--- src/rtl/unwrapped_planar_angle_tracker_macros.svh ---
// assertion macros for the angle tracker
`ifndef UNWRAPPED_PLANAR_ANGLE_TRACKER_MACROS_SVH
`define UNWRAPPED_PLANAR_ANGLE_TRACKER_MACROS_SVH
`ifndef SYNTHESIS
`define UPAT_ASSERT_ALWAYS(label, clk, rst, cond) \
  label: assert property (@(posedge clk) disable iff (rst) (cond)) \
    else $error("upat invariant violated");
`define UPAT_ASSERT_NEXT(label, clk, rst, trig, cond) \
  label: assert property (@(posedge clk) disable iff (rst) (trig) |=> (cond)) \
    else $error("upat sequence violated");
`else
`define UPAT_ASSERT_ALWAYS(label, clk, rst, cond)
`define UPAT_ASSERT_NEXT(label, clk, rst, trig, cond)
`endif
`endif

--- src/rtl/upat_pkg.sv ---
`default_nettype none
package upat_pkg;

  localparam int CW           = 32;
  localparam int AFB          = 24;
  localparam int CORDIC_STEPS = 24;
  localparam int COORD_FRAC   = 24;
  localparam int QUOT_FRAC    = 24;
  localparam int ACC_FRAC     = 48;
  localparam int AW           = 48;
  localparam int SH           = ACC_FRAC - AFB;
  localparam int GUARD        = 60 - CW;
  localparam int CORD_W       = 64;
  localparam int QBITS        = 49;
  localparam int DIV_W        = 4 * CW + QBITS - 1;
  localparam int CNT_W        = $clog2(QBITS);
  localparam int IDX_W        = $clog2(CORDIC_STEPS);
  localparam int N_SH_LIN     = COORD_FRAC + QUOT_FRAC + 1;
  localparam int N_SH_SQ      = 2 * COORD_FRAC + QUOT_FRAC + 1;

  localparam logic [AW-1:0] Q_MAX = {1'b0, {(AW-1){1'b1}}};
  localparam logic [AW-1:0] Q_MIN = {1'b1, {(AW-1){1'b0}}};
  localparam logic [63:0]   ONE60 = 64'd1 << 60;

  typedef enum logic [2:0] {
    ST_IDLE, ST_RUN, ST_LOAD, ST_DIV, ST_DONE
  } upat_state_t;

  typedef enum logic [2:0] {
    MUL_NONE, MUL_XX, MUL_YY, MUL_XY, MUL_SUM, MUL_LL, MUL_HL, MUL_HH
  } mul_op_t;

  typedef struct packed {
    logic             load;
    logic             run;
    logic [IDX_W-1:0] idx;
    mul_op_t          mul_op;
    logic             div_load;
    logic             div_step;
    logic             capture;
  } upat_cmd_t;

  typedef struct packed {
    logic signed [AW-1:0] angle_turns;
    logic signed [AW-1:0] cos_over_r2;
    logic signed [AW-1:0] sin_over_r2;
    logic signed [AW-1:0] two_xy_over_r4;
    logic signed [AW-1:0] diff_sq_over_r4;
    logic                 zero_radius;
  } upat_res_t;

  typedef logic [CORDIC_STEPS-1:0][ACC_FRAC-1:0] ang_tab_t;

  // restoring long division, elaboration only
  function automatic logic [63:0] cdiv(input logic [63:0] num, input logic [63:0] den);
    logic [64:0] r;
    logic [63:0] q;
    r = '0;
    q = '0;
    for (int i = 63; i >= 0; i--) begin
      r = {r[63:0], num[i]};
      if (r >= {1'b0, den}) begin
        r = r - {1'b0, den};
        q[i] = 1'b1;
      end
    end
    return q;
  endfunction

  // atan(1/n) in radians, 60 fraction bits
  function automatic logic [63:0] atan_inv(input logic [63:0] n);
    logic [63:0] power;
    logic [63:0] acc;
    logic [63:0] term;
    power = cdiv(ONE60, n);
    acc   = '0;
    for (int k = 0; k < 64; k++) begin
      if (power != 64'd0) begin
        term = cdiv(power, 64'(2 * k + 1));
        if (k[0]) acc = acc - term;
        else acc = acc + term;
        power = cdiv(cdiv(power, n), n);
      end
    end
    return acc;
  endfunction

  // per-step rotation angles in turns, 48 fraction bits
  function automatic ang_tab_t build_ang_tab();
    logic [63:0] pi60;
    logic [63:0] twopi;
    logic [63:0] rem;
    logic [63:0] q;
    ang_tab_t    t;
    pi60  = 64'd16 * atan_inv(64'd5) - 64'd4 * atan_inv(64'd239);
    twopi = pi60 << 1;
    t     = '0;
    t[0]  = ACC_FRAC'(64'd1 << (ACC_FRAC - 3));
    for (int i = 1; i < CORDIC_STEPS; i++) begin
      rem = atan_inv(64'd1 << i);
      q   = '0;
      for (int b = 0; b <= ACC_FRAC; b++) begin
        rem = rem << 1;
        q   = q << 1;
        if (rem >= twopi) begin
          rem  = rem - twopi;
          q[0] = 1'b1;
        end
      end
      t[i] = ACC_FRAC'((q + 64'd1) >> 1);
    end
    return t;
  endfunction

  localparam ang_tab_t ANG_TAB = build_ang_tab();

endpackage
`default_nettype wire

--- src/rtl/upat_ctrl.sv ---
`default_nettype none
module upat_ctrl import upat_pkg::*; (
  input  logic      clk,
  input  logic      rst,
  input  logic      in_valid,
  output logic      in_ready,
  input  logic      out_ready,
  output logic      out_valid,
  output upat_cmd_t cmd
);

  upat_state_t      state, state_next;
  logic [CNT_W-1:0] cnt;
  logic             out_free;

  assign out_free = !out_valid || out_ready;

  always_comb begin
    state_next = state;
    unique case (state)
      ST_IDLE: if (in_valid) state_next = ST_RUN;
      ST_RUN:  if (cnt == CNT_W'(CORDIC_STEPS - 1)) state_next = ST_LOAD;
      ST_LOAD: state_next = ST_DIV;
      ST_DIV:  if (cnt == CNT_W'(QBITS - 1)) state_next = ST_DONE;
      ST_DONE: if (out_free) state_next = ST_IDLE;
      default: state_next = ST_IDLE;
    endcase
  end

  always_comb begin
    cmd      = '0;
    cmd.idx  = cnt[IDX_W-1:0];
    in_ready = 1'b0;
    unique case (state)
      ST_IDLE: begin
        in_ready = 1'b1;
        cmd.load = in_valid;
      end
      ST_RUN: begin
        cmd.run = 1'b1;
        unique case (cnt)
          CNT_W'(0): cmd.mul_op = MUL_XX;
          CNT_W'(1): cmd.mul_op = MUL_YY;
          CNT_W'(2): cmd.mul_op = MUL_XY;
          CNT_W'(3): cmd.mul_op = MUL_SUM;
          CNT_W'(4): cmd.mul_op = MUL_LL;
          CNT_W'(5): cmd.mul_op = MUL_HL;
          CNT_W'(6): cmd.mul_op = MUL_HH;
          default:   cmd.mul_op = MUL_NONE;
        endcase
      end
      ST_LOAD: cmd.div_load = 1'b1;
      ST_DIV:  cmd.div_step = 1'b1;
      ST_DONE: cmd.capture = out_free;
      default: ;
    endcase
  end

  always_ff @(posedge clk) begin
    if (rst) begin
      state <= ST_IDLE;
      cnt   <= '0;
    end else begin
      state <= state_next;
      if ((state == ST_RUN || state == ST_DIV) && state_next == state) cnt <= cnt + CNT_W'(1);
      else cnt <= '0;
    end
  end

  always_ff @(posedge clk) begin
    if (rst) out_valid <= 1'b0;
    else if (cmd.capture) out_valid <= 1'b1;
    else if (out_ready) out_valid <= 1'b0;
  end

endmodule
`default_nettype wire
--- config.mk ---
export PLATFORM = sky130hd
export DESIGN_NAME = upat_ctrl
export DESIGN_NICKNAME = d
export VERILOG_FILES = /design/src/rtl/unwrapped_planar_angle_tracker_macros.svh /design/src/rtl/upat_pkg.sv /design/src/rtl/upat_ctrl.sv
export SDC_FILE = /design/constraint.sdc
export NUM_CORES = 1
export LEC_CHECK = 0
export BUFFER_PORTS_ARGS = -buffer_cell sky130_fd_sc_hd__buf_2
export CAP_MARGIN = 20
export CORE_MARGIN = 3
export CORE_UTILIZATION = 46
export CTS_BUF_LIST = sky130_fd_sc_hd__clkbuf_8
export DETAILED_ROUTE_END_ITERATION = 7
export PLACE_DENSITY_LB_ADDON = 0.25
export SETUP_SLACK_MARGIN = 0.15
export SYNTH_ARGS = -nofsm -noshare
export SYNTH_HDL_FRONTEND = slang
export SYNTH_SLANG_ARGS = --single-unit
--- constraint.sdc ---
create_clock -name clk -period 1.5 [get_ports clk]
set_input_delay 0.225 -clock clk [delete_from_list [all_inputs] [get_ports clk]]
set_output_delay 0.225 -clock clk [all_outputs]
set_load 0.02 [all_outputs]
==> impl_metrics.env, run 1 <==
export IMPL_status="did not finish"
export IMPL_haltStage="global routing"
export IMPL_stop_error="[ERROR DPL-0033] detailed placement checks failed during check placement."
export IMPL_die_y_um=42.7
export IMPL_netlist_top_cells_area="dfxtp_1 (32%), ha_1 (8.1%), a311oi_1 (7.1%)"
export IMPL_cts_root_buf="clkbuf_8"
export IMPL_post_synth_num_cell_types=25
export IMPL_synth_area_um2=619
export IMPL_yosysSeqAreaShare_pct=32.3
export IMPL_dp_cells=112
export IMPL_htree_levels=1
export IMPL_hold_buffers=0
export IMPL_worst_endpoint_kind="top-level output"
export IMPL_crit_endpoint="cmd[5]"
export IMPL_cts_sinks=10
export IMPL_cts_buffers=3
export IMPL_gp_congestion=0.824
export IMPL_synth_nets=84
export IMPL_antenna_found_initial=0
export IMPL_syn_area_per_cell_um2=8.15
export IMPL_rows=12
export IMPL_portBuffers=18
export IMPL_grt_max_degree=12
export IMPL_synth_seq_cells=10
export IMPL_yosys_area_top_type="dfxtp_1"
export IMPL_synth_top_area_share_pct=32.3
export IMPL_syn_inst=76
export IMPL_ys_warn_count=0
export IMPL_dpl_hpwl_mm=1.20
export IMPL_start_util_pct=52.2
export IMPL_die_w_um=42.7
export IMPL_ios=19
export IMPL_cts_buffer_depth=2
## through the flow
step,worst slack (ns),cell area [um^2]
2_1_floorplan,-0.245,659
4_1_cts,-0.517,1090
3_5_place_dp,-0.280,803
3_3_place_gp,-0.256,803
## cells in the mapped netlist (all sizes together)
cell and instances:
nand2b 1, nor4b 1, nand3 3, nand2 4
buf 5, nor3b 2, o31ai 2, a21oi 5
xor2 2, xnor2 1, o21ai 2, a311oi 5
dfxtp 10, nor2b 3, nand4b 1, nor2 9
clkbuf 2, nor3 3, or3b 1, or4 3
ha 4, inv 5, or3 1, a211oi 1
## cell families after synthesis
kind of cell	count (synthesis)	synth area share [%]
simple gates	32	28.7
buf+inv	12	10.3
xor+xnor	3	4.24
compound gates	15	16.4
fa+ha+maj	4	8.08
flops	10	32.3
## timing repair
item / in CTS
pin swaps: 14
buffers inserted: 7
gates resized for setup: 47
setup endpoints to repair: 17
==> inputs of run 2 (changes only) <==
--- a/config.mk
+++ b/config.mk
@@ -7,12 +7,10 @@
 export LEC_CHECK = 0
 export BUFFER_PORTS_ARGS = -buffer_cell sky130_fd_sc_hd__buf_2
 export CAP_MARGIN = 20
-export CORE_MARGIN = 3
-export CORE_UTILIZATION = 46
-export CTS_BUF_LIST = sky130_fd_sc_hd__clkbuf_8
+export CORE_AREA = 3 3 64 66
 export DETAILED_ROUTE_END_ITERATION = 7
-export PLACE_DENSITY_LB_ADDON = 0.25
-export SETUP_SLACK_MARGIN = 0.15
+export DIE_AREA = 0 0 67 69
+export PLACE_DENSITY_LB_ADDON = 0.15
 export SYNTH_ARGS = -nofsm -noshare
 export SYNTH_HDL_FRONTEND = slang
 export SYNTH_SLANG_ARGS = --single-unit
==> constraint.sdc (replaced) <==
create_clock -name clk -period 2 [get_ports clk]
set_input_delay 0.3 -clock clk [delete_from_list [all_inputs] [get_ports clk]]
set_output_delay 0.3 -clock clk [all_outputs]
set_load 0.02 [all_outputs]
==> run 2 against run 1 <==
The flow now finishes, with violations (setup timing); synthesized cell count unchanged; synthesized area unchanged.
==> impl_metrics.env, run 2 <==
export IMPL_critical_path_depth=4
export IMPL_ios=19
export IMPL_wl_met2_um=744
export IMPL_syn_area_per_cell_um2=8.15
export IMPL_cp_cell_sequence="or3b_4 -> or4_4 -> a211oi_2 -> buf_4"
export IMPL_synth_seq_cells=10
export IMPL_clk_latency_ns=0.24
export IMPL_worst_ep_required_time_ns=1.70
export IMPL_wl_met3_um=115
export IMPL_cp_max_fo=6
export IMPL_drive_gt1_share_pct=31.6
export IMPL_hp_class="in -> reg"
export IMPL_reg2regPathDepth=5
export IMPL_power_density_nw_per_um2=639
export IMPL_ir_drop_v=0.000280
export IMPL_dr_pass1_iters=4
export IMPL_synth_top_area_share_pct=32.3
export IMPL_synthArstFlopShare_pct=0
export IMPL_crit_buf_inv=1
export IMPL_slowest_delay_ns=0.44
export IMPL_finalNonFillerCells=143
export IMPL_die_w_um=67
export IMPL_yosys_area_top_type="dfxtp_1"
export IMPL_status="finished with violations"
export IMPL_routed_via_density=4.09
export IMPL_fin_crit_sh_pct=103
export IMPL_wl_met1_um=762
export IMPL_rows=22
export IMPL_dieArea_um2=4620
export IMPL_cts_tree="done"
export IMPL_maxSlewHeadroom_pct=71.7
export IMPL_top_register="cnt"
export IMPL_grt_pass1_vias=577
export IMPL_power_uw=527
export IMPL_die_y_um=69
export IMPL_report_final_slew_viol_count=0
export IMPL_cts_buffer_depth=2
export IMPL_dpl_hpwl_mm=1.24
export IMPL_core_area_um2=3630
export IMPL_netlist_top_cells_area="dfxtp_1 (32%), ha_1 (8.1%), a311oi_1 (7.1%)"
export IMPL_synth_nets=84
export IMPL_ys_dominant_reg_cell="dfxtp_1"
export IMPL_grt_max_degree=12
export IMPL_routed_top_layer="met4"
export IMPL_rsz0062_at_grt="true"
export IMPL_fmax_mhz=486
export IMPL_syn_inst=76
export IMPL_final_cell_mix="buf_2 (15), nor2_1 (9), dfxtp_1 (9)"
export IMPL_cts_sinks=10
export IMPL_yosysMostFrequentCell="dfxtp_1"
export IMPL_htree_levels=1
export IMPL_cp_slowest_cell="or4_4"
export IMPL_postLayoutSetupSlackWorst_ns=-0.0563
export IMPL_hold_depth=2
export IMPL_skew_ns=0.00795
export IMPL_fin_tns_setup_ns=-0.0625
export IMPL_path_delay_family="simple AND/OR/NAND/NOR gates"
export IMPL_largest_reg_flops=6
export IMPL_critPathCaptureType="output pin"
export IMPL_setup_viol=3
export IMPL_route_antenna_remaining_nets=0
export IMPL_startpoint_type="register"
export IMPL_clk_pin_slew_ns=0.05
export IMPL_dr_total_vias=585
export IMPL_start_util_pct=17.0
export IMPL_reg_top3="cnt x6, state x3, out_valid x1"
export IMPL_finalHoldViolations=0
export IMPL_drt_wl_total_mm=1.64
export IMPL_synth_area_um2=619
export IMPL_grt_total_usage_pct=7.69
export IMPL_fin_util_pct=22.7
export IMPL_antenna_found_initial=0
export IMPL_path_class="reg -> out"
export IMPL_gp_congestion=0.734
export IMPL_hold_buffers=0
export IMPL_drc=0
export IMPL_yosysSeqAreaShare_pct=32.3
export IMPL_wl_per_cell_um=11.4
export IMPL_final_common_cell="buf_2"
export IMPL_grt_pass1_wl_mm=2.72
export IMPL_num_antenna_cells=0
export IMPL_maxCapViolCount=0
export IMPL_flow_area_growth_from_synthesis_pct=33.3
export IMPL_synth_common_cells="dfxtp_1 (10), nor2_1 (9)"
export IMPL_dp_cells=139
export IMPL_cts_buffers=3
export IMPL_p_leak_uw=0.000326
export IMPL_ys_warn_count=0
export IMPL_drt_iter0_markers=7
export IMPL_portBuffers=18
export IMPL_arrival_ns=1.76
export IMPL_cts_root_buf="clkbuf_8"
export IMPL_cts_resized=5
export IMPL_gr_total_overflow=0
export IMPL_worst_slew_pin_slew_ns=0.419
export IMPL_synth_edf_count=0
export IMPL_cts_setup_buffers=0
export IMPL_post_synth_num_cell_types=25
export IMPL_violations="setup timing"
export IMPL_layout_min_cycle_time_ns=2.06
export IMPL_nets=104
[run 2: layer usage]
layer,track usage (%),vias to the layer above
met1,9.77,261
met3,4.07,2
met4,1.35,0
met5,0,-
li1,-,307
met2,11.6,15
[run 2: area by class of cell]
| type | instances | area (um^2) |
|---|---|---|
| multi-input cells | 54 | 363 |
| clock buffers | 4 | 55.1 |
| fillers | 412 | 2810 |
| well taps | 48 | 60.1 |
| repair buffers | 22 | 128 |
| inverters | 5 | 18.8 |
| flip-flops and latches | 10 | 201 |
[run 2: report_power, final]
part           switching, uW  internal [uW]  leakage, uW  total (uW)
Sequential              2.53            202    0.0000814         205
Clock                   81.6            173    0.0000288         255
Combinational           39.5           28.0     0.000216        67.6
Total                    124            404     0.000326         527
[run 2: stage by stage]
stage	worst slack, ns	cell area, um^2	hold slack (ns)
final	-0.0563	826	0.287
after global routing	-0.130	826	0.293
after CTS	-0.0873	826	0.287
after detailed placement	0.123	759	0.531
after global placement	0.177	759	0.518
after floorplan	0.124	624	0.369
[run 2: worst paths after layout]
kind / start / to / slack [ns]
setup / recovery: state[1] / cmd[5] / -0.06
hold / removal: rst / state[1] / 0.29
setup reg to reg: cnt[0] / cnt[0] / 0.42
hold reg to reg: cnt[5] / cnt[5] / 0.54
[run 2: cells by family after synthesis]
| family | count (synthesis) | share of synthesized area [%] |
|---|---|---|
| AOI/OAI and AO/OA | 15 | 16.4 |
| xor gates and xnor gates | 3 | 4.24 |
| adders and majority gates | 4 | 8.08 |
| buffers and inverters | 12 | 10.3 |
| DFF | 10 | 32.3 |
| and+or+nand+nor | 32 | 28.7 |
Note: power is estimated with default switching activity, not from simulation.
==> inputs of run 3 (changes only) <==
--- a/config.mk
+++ b/config.mk
@@ -7,10 +7,13 @@
 export LEC_CHECK = 0
 export BUFFER_PORTS_ARGS = -buffer_cell sky130_fd_sc_hd__buf_2
 export CAP_MARGIN = 20
+export CELL_PAD_IN_SITES_DETAIL_PLACEMENT = 1
+export CELL_PAD_IN_SITES_GLOBAL_PLACEMENT = 1
 export CORE_AREA = 3 3 64 66
 export DETAILED_ROUTE_END_ITERATION = 7
 export DIE_AREA = 0 0 67 69
 export PLACE_DENSITY_LB_ADDON = 0.15
+export RECOVER_POWER = 100
 export SYNTH_ARGS = -nofsm -noshare
 export SYNTH_HDL_FRONTEND = slang
 export SYNTH_SLANG_ARGS = --single-unit
==> run 3 against run 2 <==
Count of clock-buffer cells in the layout did not move; clock power barely moved; the flow still finishes with violations (setup timing); critical endpoint unchanged; largest power group unchanged; die area did not move; final cell count did not move.
==> impl_metrics.env, run 3 (same netlist as run 2, synthesis figures left out) <==
export IMPL_startpoint_type="register"
export IMPL_num_antenna_cells=0
export IMPL_drt_wl_total_mm=1.74
export IMPL_dpl_hpwl_mm=1.37
export IMPL_largest_reg_flops=6
export IMPL_rows=22
export IMPL_dr_pass1_iters=4
export IMPL_critPathCaptureType="output pin"
export IMPL_routed_via_density=4.17
export IMPL_reg_top3="cnt x6, state x3, out_valid x1"
export IMPL_drive_gt1_share_pct=17.9
export IMPL_nets=104
export IMPL_cp_slowest_cell="or4_4"
export IMPL_p_leak_uw=0.000275
export IMPL_dieArea_um2=4620
export IMPL_top_register="cnt"
export IMPL_report_final_slew_viol_count=0
export IMPL_portBuffers=18
export IMPL_worst_ep_required_time_ns=1.70
export IMPL_cts_buffers=3
export IMPL_fmax_mhz=487
export IMPL_cp_cell_sequence="or3b_4 -> or4_4 -> a211oi_2 -> buf_4"
export IMPL_hold_buffers=0
export IMPL_placed_cell_area_um2=759
export IMPL_worst_slew_pin_slew_ns=0.414
export IMPL_flow_area_growth_from_synthesis_pct=30.3
export IMPL_layout_min_cycle_time_ns=2.05
export IMPL_drc=0
export IMPL_grt_total_usage_pct=8.02
export IMPL_maxCapViolCount=0
export IMPL_maxSlewHeadroom_pct=72.0
export IMPL_slowest_delay_ns=0.44
export IMPL_route_antenna_remaining_nets=0
export IMPL_path_class="reg -> out"
export IMPL_cp_max_fo=6
export IMPL_clk_latency_ns=0.24
export IMPL_cts_root_buf="clkbuf_8"
export IMPL_arrival_ns=1.75
export IMPL_final_cell_mix="clkbuf_1 (13), nor2_1 (9), dfxtp_1 (9)"
export IMPL_clk_pin_slew_ns=0.05
export IMPL_cts_sinks=10
export IMPL_start_util_pct=17.0
export IMPL_grt_max_degree=12
export IMPL_fin_tns_setup_ns=-0.0725
export IMPL_nFillCells=455
export IMPL_skew_ns=0.00523
export IMPL_antenna_found_initial=0
export IMPL_core_area_um2=3630
export IMPL_cts_tree="done"
export IMPL_finalHoldViolations=0
export IMPL_fin_crit_sh_pct=103
export IMPL_design_area_um2=807
export IMPL_postLayoutSetupSlackWorst_ns=-0.0543
export IMPL_cts_buffer_depth=2
export IMPL_rsz0062_at_grt="true"
export IMPL_drt_iter0_markers=14
export IMPL_hp_class="in -> reg"
export IMPL_die_w_um=67
export IMPL_die_y_um=69
export IMPL_gr_total_overflow=0
export IMPL_dr_total_vias=596
export IMPL_cts_setup_buffers=0
export IMPL_ios=19
export IMPL_violations="setup timing"
export IMPL_setup_viol=3
export IMPL_power_uw=527
export IMPL_grt_pass1_vias=597
export IMPL_wl_per_cell_um=12.2
export IMPL_ir_drop_v=0.000247
export IMPL_power_density_nw_per_um2=653
export IMPL_htree_levels=1
export IMPL_gp_congestion=0.760
export IMPL_grt_pass1_wl_mm=2.77
export IMPL_path_delay_family="simple AND/OR/NAND/NOR gates"
export IMPL_final_common_cell="clkbuf_1"
export IMPL_status="finished with violations"
export IMPL_crit_buf_inv=1
-- run 3: changes by cell type in the layout (fill, tap and decap cells not counted), sizes merged --
cell    change
clkbuf     +13
buf        -13
-- run 3: worst reg2reg max path, stage by stage (launching register included) --
cell	delay, ns
dfxtp_1	0.36
inv_1	0.10
ha_1	0.22
nand4b_1	0.19
o31ai_1	0.24
clkbuf_1	0.30
a311oi_1	0.09
-- run 3: final cells by class --
class,instances,area (um^2),area share (%)
well taps,48,60.1,7.44
repair buffers,22,109,13.5
clock buffers,4,55.1,6.82
inverters,5,18.8,2.33
flip-flops and latches,10,201,25.0
multi-input cells,54,363,45.0
-- run 3: routing by layer --
layer / vias up / share of wire (%) / global-route usage, %
li1: 305 / - / -
met1: 272 / 49 / 10.2
met2: 17 / 43 / 11.5
met3: 2 / 7.8 / 3.75
met4: 0 / 0.98 / 3.38
met5: - / 0 / 0
-- run 3: timing repair --
action | in CTS | in global routing
gates resized for setup | 5 | 0
setup endpoints to repair | 3 | 3
gates cloned | 0 | 0
-- run 3: power by group --
group / internal [uW] / switching [uW]
logic: 25.6 / 40.9
registers: 202 / 2.55
clock network: 173 / 82.1
total: 401 / 126
-- run 3: metrics by stage --
step	worst slack (ns)	instances	hold WS [ns]	util, %
after detailed placement	0.138	139	0.538	20.9
after global placement	0.164	139	0.524	20.9
after CTS	-0.0745	143	0.294	22.7
after global routing	-0.129	143	0.294	22.2
after floorplan	0.124	76	0.369	-
final	-0.0543	143	0.300	22.2
-- run 3: final timing paths --
check	depth (start not counted)	slack, ns	end	from
worst max-delay path	4	-0.05	cmd[5]	state[1]
worst min-delay path	2	0.30	state[1]	rst
worst max register to register	6	0.35	cnt[3]	cnt[0]
worst min register to register	1	0.54	cnt[0]	cnt[0]
==> inputs of run 4 (changes only) <==
==> constraint.sdc (replaced) <==
create_clock -name clk -period 2.15 [get_ports clk]
set_input_delay 0.3225 -clock clk [delete_from_list [all_inputs] [get_ports clk]]
set_output_delay 0.3225 -clock clk [all_outputs]
set_load 0.02 [all_outputs]
==> run 4 against run 3 <==
The flow now finishes without violations; clock skew down 0.0011 ns; global-route usage up 0.26 points; final cell count is 1.4% lower; count of clock-buffer cells in the layout fell by 1; sequential cell count unchanged; combinational power decreased by 15%; clock power shrank 25%; cell area down 3.7%; largest power group unchanged; highest routed layer unchanged.
==> impl_metrics.env, run 4 (same netlist as run 2, synthesis figures left out) <==
export IMPL_start_util_pct=17.0
export IMPL_status="finished clean"
export IMPL_hold_start="rst"
export IMPL_rrSetupSlack_ns=0.44
export IMPL_nFillCells=475
export IMPL_wl_per_cell_um=12.7
export IMPL_cts_root_buf="clkbuf_8"
export IMPL_internal_power_uw=330
export IMPL_hold_depth=2
export IMPL_hp_class="in -> reg"
export IMPL_finalHoldViolations=0
export IMPL_placed_cell_area_um2=747
export IMPL_gr_total_overflow=0
export IMPL_rr_endpoint="cnt[3]"
export IMPL_grt_total_usage_pct=8.28
export IMPL_p_sw_share_pct=24.9
export IMPL_htree_levels=1
export IMPL_hold_end="state[1]"
export IMPL_dpl_hpwl_mm=1.41
export IMPL_core_area_um2=3630
export IMPL_report_final_slew_viol_count=0
export IMPL_register_area_um2=201
export IMPL_reg_top3="cnt x6, state x3, out_valid x1"
export IMPL_drt_iter0_markers=17
export IMPL_drt_wl_total_mm=1.79
export IMPL_top_register="cnt"
export IMPL_design_area_um2=777
export IMPL_dr_total_vias=592
export IMPL_arrival_ns=1.77
export IMPL_flow_area_growth_from_synthesis_pct=25.5
export IMPL_critPathCaptureType="output pin"
export IMPL_timing_rr_start="cnt[0]"
export IMPL_ios=19
export IMPL_fin_tns_setup_ns=0
export IMPL_power_frac_seq_pct=43.4
export IMPL_fin_crit_sh_pct=97.2
export IMPL_power_density_nw_per_um2=566
export IMPL_layout_min_cycle_time_ns=2.09
export IMPL_routed_via_density=4.20
export IMPL_grt_pass1_vias=598
export IMPL_clk_pin_slew_ns=0.05
export IMPL_postLayoutSetupSlackWorst_ns=0.0597
export IMPL_ir_drop_v=0.000215
export IMPL_gp_congestion=0.644
export IMPL_p_leak_uw=0.000258
export IMPL_startpoint_type="register"
export IMPL_multi_input_area_um2=363
export IMPL_drive_gt1_share_pct=15.1
export IMPL_path_class="reg -> out"
export IMPL_clk_latency_ns=0.23
export IMPL_die_w_um=67
export IMPL_cts_buffers=3
export IMPL_cts_sinks=10
export IMPL_grt_max_degree=12
export IMPL_rows=22
export IMPL_maxSlewHeadroom_pct=52.1
export IMPL_cts_setup_buffers=0
export IMPL_power_net_switching_uw=109
export IMPL_grt_pass1_wl_mm=2.98
export IMPL_cts_buffer_depth=2
export IMPL_drc=0
export IMPL_portBuffers=18
export IMPL_cts_tree="done"
export IMPL_p_comb_share_pct=12.9
export IMPL_place_ws_ns=0.189
export IMPL_maxCapViolCount=0
export IMPL_die_y_um=69
export IMPL_worst_slew_pin_slew_ns=0.713
export IMPL_fmax_mhz=478
export IMPL_dr_pass1_iters=4
export IMPL_num_antenna_cells=0
export IMPL_worst_ep_required_time_ns=1.83
export IMPL_setup_viol=0
export IMPL_final_cell_mix="clkbuf_1 (14), nor2_1 (9), dfxtp_1 (9)"
export IMPL_route_antenna_remaining_nets=0
export IMPL_rsz0062_at_grt="false"
export IMPL_power_share_clock_pct=43.7
export IMPL_nets=103
export IMPL_largest_reg_flops=6
export IMPL_reg2regPathDepth=4
export IMPL_antenna_found_initial=0
export IMPL_cp_max_fo=6
export IMPL_skew_ns=0.00416
export IMPL_dieArea_um2=4620
export IMPL_final_common_cell="clkbuf_1"
run 4: power groups by stage:
| stage | Sequential, uW | Combinational (uW) | Clock, uW |
|---|---|---|---|
| finish | 191 | 56.6 | 192 |
| detailed placement | 194 | 59.3 | 0 |
| global placement | 194 | 59.5 | 0 |
| global route | 191 | 61.6 | 209 |
| CTS | 191 | 61.5 | 201 |
| floorplan | 195 | 35.3 | 0 |
run 4: worst max path at each step:
stage	start	endpoint	slack, ns
after floorplan	state[0]	cmd[5]	0.09
after global routing	state[1]	cmd[5]	0.008
after global placement	state[1]	cmd[5]	0.25
final	state[1]	cmd[5]	0.06
after CTS	state[1]	cmd[5]	0.006
after detailed placement	state[1]	cmd[5]	0.19
run 4: critical path, stage by stage (launching register included):
cell,delay (ns)
dfxtp_2,0.34
or3b_4,0.41
or4_4,0.44
a211oi_2,0.17
buf_4,0.17
run 4: area by class of cell:
cell class              count  area share [%]
multi-input cells          54            46.7
clock buffers               3            5.31
flip-flops and latches     10            25.9
well taps                  48            7.73
repair buffers             21            11.9
inverters                   5            2.42
run 4: routing by layer:
layer	up-vias	GRT usage [%]	part of all wire (%)
li1	301	-	-
met1	277	11.6	51
met2	12	11.7	44
met3	2	2.93	4.0
met4	0	2.70	0.84
met5	-	0	0
run 4: timing repair:
item,in CTS,in global routing
gates resized for setup,3,1
hold buffers,0,0
hold endpoints to repair,0,0
setup endpoints to repair,1,1
cloned,0,0
run 4: per-stage QoR:
stage / util, % / std cells / total power, uW / hold slack [ns]
final: 21.4 / 141 / 440 / 0.329
after global routing: 21.4 / 141 / 462 / 0.330
after CTS: 22.0 / 141 / 453 / 0.330
after detailed placement: 20.6 / 138 / 254 / 0.531
after global placement: 20.6 / 138 / 254 / 0.521
after floorplan: - / 76 / 231 / 0.392
